**src/rtl/gic_pkg.sv**
```systemverilog
// Package for the gamepad input conditioner: fixed-point constants,
// configuration codes and the item and config structs shared by the top, front and back modules.
// No dependencies.
package gic_pkg;

  localparam int FRAC_BITS = 15;
  localparam logic [14:0] ONE = 15'((1 << FRAC_BITS) - 1);
  localparam logic [5:0] DEBUG_MASK = 6'b000100;

  localparam logic [1:0] CFG_PRESS_STEP       = 2'd0;
  localparam logic [1:0] CFG_RELEASE_STEP     = 2'd1;
  localparam logic [1:0] CFG_STICK_DEADZONE   = 2'd2;
  localparam logic [1:0] CFG_TRIGGER_DEADZONE = 2'd3;

  localparam logic [14:0] RST_PRESS_STEP       = 15'd2731;
  localparam logic [14:0] RST_RELEASE_STEP     = 15'd5461;
  localparam logic [14:0] RST_STICK_DEADZONE   = 15'd3277;
  localparam logic [14:0] RST_TRIGGER_DEADZONE = 15'd1638;

  typedef struct packed {
    logic        is_clear;
    logic [4:0]  held_keys;
    logic [5:0]  key_presses;
    logic        pad_present;
    logic signed [15:0] stick_x;
    logic signed [15:0] stick_y;
    logic signed [15:0] trigger_right;
    logic signed [15:0] trigger_left;
    logic        pad_handbrake;
    logic [5:0]  pad_presses;
  } item_t;

  typedef struct packed {
    logic [14:0] press_step;
    logic [14:0] release_step;
    logic [14:0] stick_deadzone;
    logic [14:0] trigger_deadzone;
  } cfg_t;

endpackage

```
**src/rtl/gamepad_input_conditioner.sv**
```systemverilog
// Top level of the gamepad input conditioner: configuration registers and
// the front queue and back sequencer. Depends on gic_pkg, gic_front, gic_back.
//
// Usage:
//   Input channel (in_valid/in_stall) takes one item per frame: kind 0 is a
//   frame sample, kind 1 clears the latched one-shot events. Each item gives
//   exactly one result on the output channel (out_valid/out_stall).
//   Configuration writes (cfg_valid/cfg_ready, cfg_index, cfg_data) set the
//   pedal steps and the deadzones; cfg_ready is always high. Write them only
//   while no item is in flight.
// Sequencing:
//   A pad frame passes through the 16-step square root and the 16-step
//   divider that the back end runs one bit per cycle; the divider is skipped
//   when the stick lies inside the deadzone or when the rescale saturates.
//   Clear items and frames without a pad skip both. The back end holds one
//   item until its result enters the output register; a two-entry queue in
//   front takes new items while the back end works.
// Reset:
//   rst (synchronous) empties the queue, drops any pending result, zeroes
//   the pedal travels and event latch and restores register defaults.
// Stall:
//   A stalled result holds in the output register; the back end waits in
//   its final step, and the input stalls once the queue is full.
module gamepad_input_conditioner (
  input  logic               clk,
  input  logic               rst,
  input  logic               in_valid,
  output logic               in_stall,
  input  logic               kind,
  input  logic [4:0]         held_keys,
  input  logic [5:0]         key_presses,
  input  logic               pad_present,
  input  logic signed [15:0] stick_x,
  input  logic signed [15:0] stick_y,
  input  logic signed [15:0] trigger_right,
  input  logic signed [15:0] trigger_left,
  input  logic               pad_handbrake,
  input  logic [5:0]         pad_presses,
  output logic               out_valid,
  input  logic               out_stall,
  output logic signed [15:0] steer,
  output logic [14:0]        throttle,
  output logic [14:0]        brake,
  output logic [14:0]        handbrake,
  output logic [5:0]         latched_events,
  output logic               any_event,
  input  logic               cfg_valid,
  output logic               cfg_ready,
  input  logic [1:0]         cfg_index,
  input  logic [14:0]        cfg_data
);

  gic_pkg::cfg_t  cfg;
  gic_pkg::item_t q_item;
  logic           q_valid;
  logic           q_pop;

  assign cfg_ready = 1'b1;

  // hold register values; update the addressed one on a write
  always_ff @(posedge clk) begin
    if (rst) begin
      cfg.press_step       <= gic_pkg::RST_PRESS_STEP;
      cfg.release_step     <= gic_pkg::RST_RELEASE_STEP;
      cfg.stick_deadzone   <= gic_pkg::RST_STICK_DEADZONE;
      cfg.trigger_deadzone <= gic_pkg::RST_TRIGGER_DEADZONE;
    end else if (cfg_valid && cfg_ready) begin
      unique case (cfg_index)
        gic_pkg::CFG_PRESS_STEP:       cfg.press_step       <= cfg_data;
        gic_pkg::CFG_RELEASE_STEP:     cfg.release_step     <= cfg_data;
        gic_pkg::CFG_STICK_DEADZONE:   cfg.stick_deadzone   <= cfg_data;
        gic_pkg::CFG_TRIGGER_DEADZONE: cfg.trigger_deadzone <= cfg_data;
        default: begin
        end
      endcase
    end
  end

  // accept and classify items into the queue
  gic_front u_front (
    .clk           (clk),
    .rst           (rst),
    .in_valid      (in_valid),
    .in_stall      (in_stall),
    .kind          (kind),
    .held_keys     (held_keys),
    .key_presses   (key_presses),
    .pad_present   (pad_present),
    .stick_x       (stick_x),
    .stick_y       (stick_y),
    .trigger_right (trigger_right),
    .trigger_left  (trigger_left),
    .pad_handbrake (pad_handbrake),
    .pad_presses   (pad_presses),
    .q_valid       (q_valid),
    .q_item        (q_item),
    .q_pop         (q_pop)
  );

  // advance one item at a time through the arithmetic
  gic_back u_back (
    .clk            (clk),
    .rst            (rst),
    .cfg            (cfg),
    .q_valid        (q_valid),
    .q_item         (q_item),
    .q_pop          (q_pop),
    .out_valid      (out_valid),
    .out_stall      (out_stall),
    .steer          (steer),
    .throttle       (throttle),
    .brake          (brake),
    .handbrake      (handbrake),
    .latched_events (latched_events),
    .any_event      (any_event)
  );

endmodule

```
**src/rtl/gic_front.sv**
```systemverilog
// Front end of the gamepad input conditioner: accepts and classifies items
// into a two-entry queue for the back end. Depends on gic_pkg.
module gic_front (
  input  logic                clk,
  input  logic                rst,
  input  logic                in_valid,
  output logic                in_stall,
  input  logic                kind,
  input  logic [4:0]          held_keys,
  input  logic [5:0]          key_presses,
  input  logic                pad_present,
  input  logic signed [15:0]  stick_x,
  input  logic signed [15:0]  stick_y,
  input  logic signed [15:0]  trigger_right,
  input  logic signed [15:0]  trigger_left,
  input  logic                pad_handbrake,
  input  logic [5:0]          pad_presses,
  output logic                q_valid,
  output gic_pkg::item_t      q_item,
  input  logic                q_pop
);

  gic_pkg::item_t slots [2];
  logic       wr_ptr;
  logic       rd_ptr;
  logic [1:0] count;
  logic       push;
  logic       pop;
  gic_pkg::item_t incoming;

  assign in_stall = (count == 2'd2);
  assign push     = in_valid && !in_stall;
  assign pop      = q_pop && q_valid;
  assign q_valid  = (count != 2'd0);
  assign q_item   = slots[rd_ptr];

  always_comb begin
    incoming.is_clear      = kind;
    incoming.held_keys     = held_keys;
    incoming.key_presses   = key_presses;
    incoming.pad_present   = pad_present;
    incoming.stick_x       = stick_x;
    incoming.stick_y       = stick_y;
    incoming.trigger_right = trigger_right;
    incoming.trigger_left  = trigger_left;
    incoming.pad_handbrake = pad_handbrake;
    incoming.pad_presses   = pad_presses;
  end

  always_ff @(posedge clk) begin
    if (push) begin
      slots[wr_ptr] <= incoming;
    end
  end

  always_ff @(posedge clk) begin
    if (rst) begin
      wr_ptr <= 1'b0;
      rd_ptr <= 1'b0;
      count  <= 2'd0;
    end else begin
      if (push) begin
        wr_ptr <= !wr_ptr;
      end
      if (pop) begin
        rd_ptr <= !rd_ptr;
      end
      if (push && !pop) begin
        count <= count + 2'd1;
      end else if (pop && !push) begin
        count <= count - 2'd1;
      end
    end
  end

endmodule

```
**src/rtl/gic_back.sv**
```systemverilog
// Back end of the gamepad input conditioner: sequencer with an iterative
// square root and divider, pedal ramps, event latch and output register.
// Depends on gic_pkg.
module gic_back (
  input  logic               clk,
  input  logic               rst,
  input  gic_pkg::cfg_t      cfg,
  input  logic               q_valid,
  input  gic_pkg::item_t     q_item,
  output logic               q_pop,
  output logic               out_valid,
  input  logic               out_stall,
  output logic signed [15:0] steer,
  output logic [14:0]        throttle,
  output logic [14:0]        brake,
  output logic [14:0]        handbrake,
  output logic [5:0]         latched_events,
  output logic               any_event
);

  typedef enum logic [8:0] {
    S_IDLE = 9'b000000001,
    S_SQX  = 9'b000000010,
    S_SQY  = 9'b000000100,
    S_ROOT = 9'b000001000,
    S_MUL  = 9'b000010000,
    S_DEN  = 9'b000100000,
    S_CHK  = 9'b001000000,
    S_DIV  = 9'b010000000,
    S_DONE = 9'b100000000
  } state_t;

  state_t state;
  state_t state_next;

  gic_pkg::item_t it;
  logic [15:0] ax;
  logic [15:0] ay;
  logic [31:0] sqx;
  logic [31:0] rad;
  logic [16:0] root_rem;
  logic [15:0] mag;
  logic [3:0]  cnt;
  logic [31:0] prod;
  logic [46:0] num;
  logic [30:0] den;
  logic [30:0] drem;
  logic [15:0] nlo;
  logic [15:0] q;
  logic        sat;

  logic [14:0] throttle_travel;
  logic [14:0] brake_travel;
  logic [5:0]  event_latch;

  logic [14:0] dz;
  logic [14:0] one_m_dz;
  logic [18:0] rem_sh;
  logic [18:0] trial;
  logic [31:0] div_sh;
  logic        out_free;

  logic [14:0] thr_travel_next;
  logic [14:0] brk_travel_next;
  logic [5:0]  latch_next;
  logic [14:0] q_mag;
  logic signed [15:0] key_steer;
  logic signed [15:0] pad_steer;
  logic [14:0] akb;
  logic [14:0] agp;
  logic [14:0] gp_thr;
  logic [14:0] gp_brk;
  logic [14:0] thr_val;
  logic [14:0] brk_val;
  logic        hb;

  function automatic logic [15:0] abs16(input logic signed [15:0] v);
    abs16 = v[15] ? 16'(-v) : 16'(v);
  endfunction

  function automatic logic [14:0] ramp(input logic [14:0] cur, input logic held,
                                       input logic [14:0] ps, input logic [14:0] rs);
    logic [14:0] d;
    d = gic_pkg::ONE - cur;
    if (held) begin
      ramp = (d > ps) ? cur + ps : gic_pkg::ONE;
    end else begin
      ramp = (cur > rs) ? cur - rs : 15'd0;
    end
  endfunction

  function automatic logic [14:0] trig_norm(input logic signed [15:0] raw,
                                            input logic [14:0] tdz);
    logic signed [16:0] s;
    s = 17'(raw) + $signed({2'b00, gic_pkg::ONE});
    if (s < $signed({2'b00, tdz})) begin
      trig_norm = 15'd0;
    end else begin
      trig_norm = s[15:1];
    end
  endfunction

  assign dz       = (cfg.stick_deadzone > gic_pkg::ONE - 15'd1) ?
                    gic_pkg::ONE - 15'd1 : cfg.stick_deadzone;
  assign one_m_dz = gic_pkg::ONE - dz;
  assign rem_sh   = {root_rem, rad[31:30]};
  assign trial    = {1'b0, mag, 2'b01};
  assign div_sh   = {drem, nlo[15]};
  assign out_free = !out_valid || !out_stall;
  assign q_pop    = (state == S_IDLE) && q_valid;

  // result assembly for the item in the DONE state
  always_comb begin
    thr_travel_next = ramp(throttle_travel, it.held_keys[2],
                           cfg.press_step, cfg.release_step);
    brk_travel_next = ramp(brake_travel, it.held_keys[3],
                           cfg.press_step, cfg.release_step);
    latch_next = event_latch | it.key_presses |
                 (it.pad_present ? (it.pad_presses & ~gic_pkg::DEBUG_MASK) : 6'd0);
    q_mag = (sat || (q > {1'b0, gic_pkg::ONE})) ? gic_pkg::ONE : q[14:0];
    if (it.held_keys[0] && !it.held_keys[1]) begin
      key_steer = $signed({1'b0, gic_pkg::ONE});
    end else if (it.held_keys[1] && !it.held_keys[0]) begin
      key_steer = -$signed({1'b0, gic_pkg::ONE});
    end else begin
      key_steer = 16'sd0;
    end
    akb = (it.held_keys[0] ^ it.held_keys[1]) ? gic_pkg::ONE : 15'd0;
    agp = it.pad_present ? q_mag : 15'd0;
    if (!it.pad_present) begin
      pad_steer = 16'sd0;
    end else if (it.stick_x[15]) begin
      pad_steer = $signed({1'b0, q_mag});
    end else begin
      pad_steer = -$signed({1'b0, q_mag});
    end
    gp_thr = it.pad_present ? trig_norm(it.trigger_right, cfg.trigger_deadzone) : 15'd0;
    gp_brk = it.pad_present ? trig_norm(it.trigger_left, cfg.trigger_deadzone) : 15'd0;
    thr_val = (thr_travel_next > gp_thr) ? thr_travel_next : gp_thr;
    brk_val = (brk_travel_next > gp_brk) ? brk_travel_next : gp_brk;
    hb = it.held_keys[4] || (it.pad_present && it.pad_handbrake);
  end

  always_comb begin
    state_next = state;
    unique case (state)
      S_IDLE: begin
        if (q_valid) begin
          state_next = (q_item.is_clear || !q_item.pad_present) ? S_DONE : S_SQX;
        end
      end
      S_SQX:  state_next = S_SQY;
      S_SQY:  state_next = S_ROOT;
      S_ROOT: state_next = (cnt == 4'd15) ? S_MUL : S_ROOT;
      S_MUL:  state_next = (mag <= {1'b0, dz}) ? S_DONE : S_DEN;
      S_DEN:  state_next = S_CHK;
      S_CHK:  state_next = (num[46:16] >= den) ? S_DONE : S_DIV;
      S_DIV:  state_next = (cnt == 4'd15) ? S_DONE : S_DIV;
      S_DONE: state_next = out_free ? S_IDLE : S_DONE;
      default: state_next = S_IDLE;
    endcase
  end

  always_ff @(posedge clk) begin
    if (rst) begin
      state <= S_IDLE;
    end else begin
      state <= state_next;
    end
  end

  // datapath of the radial deadzone
  always_ff @(posedge clk) begin
    unique case (state)
      S_IDLE: begin
        it  <= q_item;
        ax  <= abs16(q_item.stick_x);
        ay  <= abs16(q_item.stick_y);
        q   <= 16'd0;
        sat <= 1'b0;
      end
      S_SQX: begin
        sqx <= ax * ax;
      end
      S_SQY: begin
        rad      <= sqx + ay * ay;
        root_rem <= 17'd0;
        mag      <= 16'd0;
        cnt      <= 4'd0;
      end
      S_ROOT: begin
        if (rem_sh >= trial) begin
          root_rem <= 17'(rem_sh - trial);
          mag      <= {mag[14:0], 1'b1};
        end else begin
          root_rem <= rem_sh[16:0];
          mag      <= {mag[14:0], 1'b0};
        end
        rad <= {rad[29:0], 2'b00};
        cnt <= cnt + 4'd1;
      end
      S_MUL: begin
        prod <= ax * (mag - {1'b0, dz});
      end
      S_DEN: begin
        den <= 31'(mag * one_m_dz);
        num <= {prod, 15'd0} - {15'd0, prod};
      end
      S_CHK: begin
        sat  <= (num[46:16] >= den);
        drem <= num[46:16];
        nlo  <= num[15:0];
        cnt  <= 4'd0;
      end
      S_DIV: begin
        if (div_sh >= {1'b0, den}) begin
          drem <= 31'(div_sh - {1'b0, den});
          q    <= {q[14:0], 1'b1};
        end else begin
          drem <= div_sh[30:0];
          q    <= {q[14:0], 1'b0};
        end
        nlo <= {nlo[14:0], 1'b0};
        cnt <= cnt + 4'd1;
      end
      S_DONE: begin
      end
      default: begin
      end
    endcase
  end

  // item state and output register
  always_ff @(posedge clk) begin
    if (rst) begin
      throttle_travel <= 15'd0;
      brake_travel    <= 15'd0;
      event_latch     <= 6'd0;
      out_valid       <= 1'b0;
    end else begin
      if ((state == S_DONE) && out_free) begin
        out_valid <= 1'b1;
        if (it.is_clear) begin
          event_latch <= 6'd0;
        end else begin
          throttle_travel <= thr_travel_next;
          brake_travel    <= brk_travel_next;
          event_latch     <= latch_next;
        end
      end else if (out_valid && !out_stall) begin
        out_valid <= 1'b0;
      end
    end
  end

  always_ff @(posedge clk) begin
    if ((state == S_DONE) && out_free) begin
      if (it.is_clear) begin
        steer          <= 16'sd0;
        throttle       <= 15'd0;
        brake          <= 15'd0;
        handbrake      <= 15'd0;
        latched_events <= 6'd0;
        any_event      <= 1'b0;
      end else begin
        steer          <= (akb >= agp) ? key_steer : pad_steer;
        throttle       <= thr_val;
        brake          <= brk_val;
        handbrake      <= hb ? gic_pkg::ONE : 15'd0;
        latched_events <= latch_next;
        any_event      <= (latch_next != 6'd0);
      end
    end
  end

endmodule

```
**config.mk**
```make
export PLATFORM = sky130hd
export DESIGN_NAME = gamepad_input_conditioner
export DESIGN_NICKNAME = d
export VERILOG_FILES = /design/src/rtl/gic_pkg.sv /design/src/rtl/gamepad_input_conditioner.sv /design/src/rtl/gic_front.sv /design/src/rtl/gic_back.sv
export SDC_FILE = /design/constraint.sdc
export NUM_CORES = 2
export LEC_CHECK = 0
export BUFFER_PORTS_ARGS = -buffer_cell sky130_fd_sc_hd__buf_2
export CELL_PAD_IN_SITES_DETAIL_PLACEMENT = 1
export CELL_PAD_IN_SITES_GLOBAL_PLACEMENT = 1
export CORE_MARGIN = 8
export CORE_UTILIZATION = 52
export CTS_CLUSTER_DIAMETER = 150
export DETAILED_ROUTE_END_ITERATION = 16
export PLACE_DENSITY_LB_ADDON = 0.1
export SKIP_LAST_GASP = 1
export SLEW_MARGIN = 20
export SYNTH_ARGS = -nofsm -noshare
export SYNTH_HDL_FRONTEND = slang
export SYNTH_HIERARCHICAL = 1
export SYNTH_SLANG_ARGS = --single-unit
```
**constraint.sdc**
```tcl
create_clock -name clk -period 11.1 [get_ports clk]
set_input_delay 1.665 -clock clk [delete_from_list [all_inputs] [get_ports clk]]
set_output_delay 1.665 -clock clk [all_outputs]
set_load 0.05 [all_outputs]
```
### Yosys cells after proc, flatten, opt, wreduce, memory -nomap -nowiden

Memory sizes are Yosys's and may differ from the RTL's. A register that Yosys moved wholly into a read port is not among the register bits.
Index checks and enable logic that the tools add are counted.

* bits in registers: 553
* memory bits (writable): 168
* bits of input ports: 106
* word-level logic and storage cells: 197
* output and inout bits: 71
* memories kept: 1

Memories
* u_front.slots: depth 2, width 84, read ports 1, clocked after Yosys merged registers in 1, wr ports 1, line gic_front.sv:23 `gic_pkg::item_t slots [2];`

* add/sub/neg operators: 20
* eq/ne operators: 15
* multipliers: 4
* bitwise gates (word level): 4
* magnitude comparators: 15
* mux-type cells: 54
* reductions and logical operators: 41

Operator list (number)
* $mux 15: 19
* $pmux 16 s2: 3
* $gt 15x15->1: 6
* $pmux 9 s9: 1
* $mux 16: 5
* $mul 16x16->32: 2
* $pmux 32 s2: 1
* $pmux 31 s2: 1
* $mux 9: 6
* $sub 47x32->47: 1
* $sub 15x15->15 const A: 3
* $add 16x16->17 const B: 2
* $lt 17x16->1: 2
* $pmux 17 s2: 1
* $add 32x32->32: 1
* $ge 32x31->1: 1
* $mul 16x32->32: 1
* $neg 16->16: 2
* $ge 31x31->1: 1
* $mul 16x15->31: 1
* $mux 31: 1
* $sub 31x31->31: 1
* $add 15x15->15: 2
* $sub 15x15->15: 2
* 42 further kinds: 87

### Longest topological paths before layout

* word-level depth: 7
* mapped depth: 37
* mapped depth without buffers: 35

### Modules after synthesis

The synthesis kept the hierarchy.

Modules (own cells, without submodules)
* gic_back: seq. area each 13292.7 um2, instances 1, cells each 6639, area each 61114.9 um2
* gic_front: seq. area each 5144.9 um2, instances 1, cells each 286, area each 6296.0 um2
* gamepad_input_conditioner: seq. area each 1201.2 um2, instances 1, cells each 233, area each 2423.6 um2

### Worst setup path after synthesis

Ideal clock, no wire load.

* path kind: register -> register
* from: register u_back.state[7]
* to: register u_front.count[1]
* required time: 11030 ps
* library setup time: 70 ps
* buffers on the path: 0
* arrival: 8701 ps
* path slack: 2330 ps
* stages on the path, launching flop included: 10
* period minus slack after synthesis: 8770 ps
* cell sequence: dfxtp_1 nor3_1 nand3_1 nor3b_1 nand2_1 inv_1 o21ai_0 ha_1 or3_1 a21oi_1

* cells in the longest elaborated chain, start to end: 6
* elaborated cells between the ends (all ways): 8
* classes of those cells: eq/ne (1); mux (1); reduce/logical (6)

RTL lines
* start: declaration: line gic_back.sv:33 `state_t state;`
* start signal: assignment: line gic_back.sv:168 `state <= state_next;`
* $eq 9x1->1 (*): line gic_back.sv:110 `assign q_pop = (state == S_IDLE) && q_valid;`
* $logic_and 1x1->1 (*): line gic_back.sv:110
* via q_pop: line gamepad_input_conditioner.sv:56 `logic q_pop;`
* $logic_and 1x1->1 (*): line gic_front.sv:33 `assign pop = q_pop && q_valid;`
* $logic_not 1->1: line gic_front.sv:68 `if (push && !pop) begin`
* $logic_and 1x1->1: line gic_front.sv:68
* $mux 2 or $reduce_bool 2->1 (tied branches)
* end signal: assignment: line gic_front.sv:69 `count <= count + 2'd1;`
* end signal: assignment: line gic_front.sv:71 `count <= count - 2'd1;`
* end: declaration: line gic_front.sv:26 `logic [1:0] count;`

The timed path passes the listed nets; every way through them passes the cells marked *.
A chain may end at the register's enable or synchronous reset.

### Worst setup path after layout

* from: register cfg[17] (netlist name)
* to: register u_back.prod[31] (data pin)

* cells in the longest elaborated chain, start to end: 4

RTL lines
* $gt 15x15->1: line gic_back.sv:103 `assign dz = (cfg.stick_deadzone > gic_pkg::ONE - 15'd1) ?`
* $mux 15 (*): line gic_back.sv:103
* $sub 16x15->17 (*): line gic_back.sv:203 `prod <= ax * (mag - {1'b0, dz});`
* $mul 16x32->32 (*): line gic_back.sv:203
* end signal: assignment: line gic_back.sv:203
* end: declaration: line gic_back.sv:44 `logic [31:0] prod;`

Every way passes the cells marked *; elsewhere a longest branch is shown, timed or not.

==> results by group <==
Run status
  – Status: complete, no violations

Clocking
  – Depth of the CTS H-tree: 3
  – Clk_lat worst skew: 700 ps
  – Post-CTS Resized: 0
  – Reg clk slew, reported paths: 70 ps
  – CTS Hold Bufs: 0
  – Clock root cell: clkbuf_16
  – Clk sinks: 689
  – CTS buffer count: 82
  – CTS tree: built
  – Setup Buffers After CTS: 0
  – CTS max path bufs: 3

GRT
  – First-pass GRT wire length: 326000 um
  – Vias in the first global route: 57500
  – Total gr overflow: 0
  – Global-route usage over all layers: 28.4%
  – Largest net degree at the start of global routing: 70
  – Initial antenna violation count: 24

STA
  – Final Hold Fails: 0
  – Final min period: 10160 ps
  – Max-slew violations: 0
  – Post-route clock period utilization: 91.5%
  – Fmax: 0.0984 GHz
  – Max_slew headroom: 25.0%
  – # setup viols final: 0
  – RSZ-0062 raised after global routing: no
  – Final WS setup: 939 ps
  – Worst Skew: 41.9 ps
  – Setup TNS: 0 ps
  – Least-Margin Pin Slew: 1120 ps

Finish
  – Area Overhead vs Synth: 7.96%
  – Post-route cell area: 75300 um^2
  – Filler Cell Count: 14900
  – Layout net count: 8782
  – Most common cell after layout, fill and taps aside: inv_1
  – Fraction of layout cells with a size suffix above 1: 7.41%
  – Most frequent cells in the layout: inv_1 (1193), fa_1 (754), nand2_1 (701)

Route
  – Routed met3 length: 12800 um
  – Vias after detailed routing: 52500
  – Remaining DRCs: 0
  – Iter 0 DRT Violations: 3426
  – Post-DRT Antenna Nets: 0
  – Top sig layer: met5
  – M1 wire length: 88300 um
  – Total Wirelength: 209000 um
  – Metal2 WL: 101000 um
  – WL/cell: 23.1 um
  – Via density: 5.78
  – 1st-pass router iterations: 5

Floorplan
  – Die width: 382 um
  – Initial Utilization: 52.3%
  – Core Rows: 134
  – CORE AREA: 133000 um^2
  – Chip Height: 382 um
  – I/O pin count: 177
  – Area of the die: 146000 um^2

Critical path
  – Max incr delay on CP: 740 ps
  – Worst Reg-to-Reg Cells: 34
  – CP Data Required Time: 11530 ps
  – Most frequent cell on the critical path: fa_1
  – Startpoint type of the worst setup path: register
  – CP max-delay cell: a221oi_1
  – Worst setup EP type: register
  – CP Data Arrival Time: 10600 ps
  – Crit Path Class: register to register
  – CP Max Fanout: 14

Place
  – Pre-CTS setup slack: 1150 ps
  – GPL Wtd Cong: 0.891
  – Placed cell areas: 72400 um^2
  – Number of port buffers: 174
  – DPL Wire Length: 164000 um

Synthesis
  – Cells after synthesis: 7155
  – Syn Nets: 8708
  – Cell area after synthesis: 69800 um^2
  – Ys Warns: 6
  – Synth Area per Inst: 9.75 um^2

Worst hold path
  – Worst Hold Class: register to register
  – Hold path depth: 2

Job
  – Max-cap viol count: 0
==> flip-flops by register name, indices dropped and copies added (netlist names), 16 cells and up, named ones only <==
signal / count
u_back/q: 16
cfg: 60
u_back/root_rem: 17
u_back/sqx: 31
u_front/slots: 166
u_back/drem: 31
u_back/rad: 32
u_back/prod: 32
u_back/ay: 16
u_back/den: 31
u_back/num: 47
u_back/it: 53
u_back/mag: 16
u_back/steer: 16
u_back/nlo: 16
==> layer usage <==
| layer | vias to the layer above | global-route usage, % |
|---|---|---|
| met5 | - | 0 |
| met4 | 16 | 8.43 |
| met3 | 378 | 4.62 |
| met2 | 1390 | 48.5 |
| met1 | 26900 | 37.1 |
| li1 | 23800 | - |
==> worst max-delay path, delay by kind of cell (launching register included) <==
kind | cells | cell delay (ps)
flip-flops | 1 | 300
buffers and inverters | 8 | 1200
AO/OA/AOI/OAI | 14 | 4240
AND/OR/NAND/NOR | 2 | 230
XOR/XNOR | 1 | 90
adder cells (fa/ha/maj) | 9 | 3840
==> area by class of cell <==
type | instances | area (um^2) | share of cell area [%]
multi-input cells | 4997 | 44600 | 59.2
flip-flops and latches | 689 | 19600 | 26.0
inverters | 1201 | 4510 | 5.99
clock buffers | 106 | 2270 | 3.01
well taps | 1768 | 2210 | 2.94
repair buffers | 258 | 1500 | 2.00
clock inverters | 48 | 629 | 0.836
diodes | 10 | 25.0 | 0.0332
==> path summary, 6_finish.rpt <==
path / from / end / slack, ps
worst min register to register: cfg[43] / cfg[43] / 480
worst min-delay path: cfg[43] / cfg[43] / 480
worst max register to register: cfg[17] / u_back/prod[31] / 940
worst max-delay path: cfg[17] / u_back/prod[31] / 940
==> stage by stage <==
step	std cells	util (%)	hold slack, ps
2_1_floorplan	7155	-	449
3_3_place_gp	8913	54.3	462
3_5_place_dp	8913	54.3	464
4_1_cts	9067	56.5	480
5_1_grt	9068	56.5	508
6_report	9077	56.5	479
Power is not shown: default switching activity piles up to over one toggle a cycle in this logic, so the estimate is an artifact.
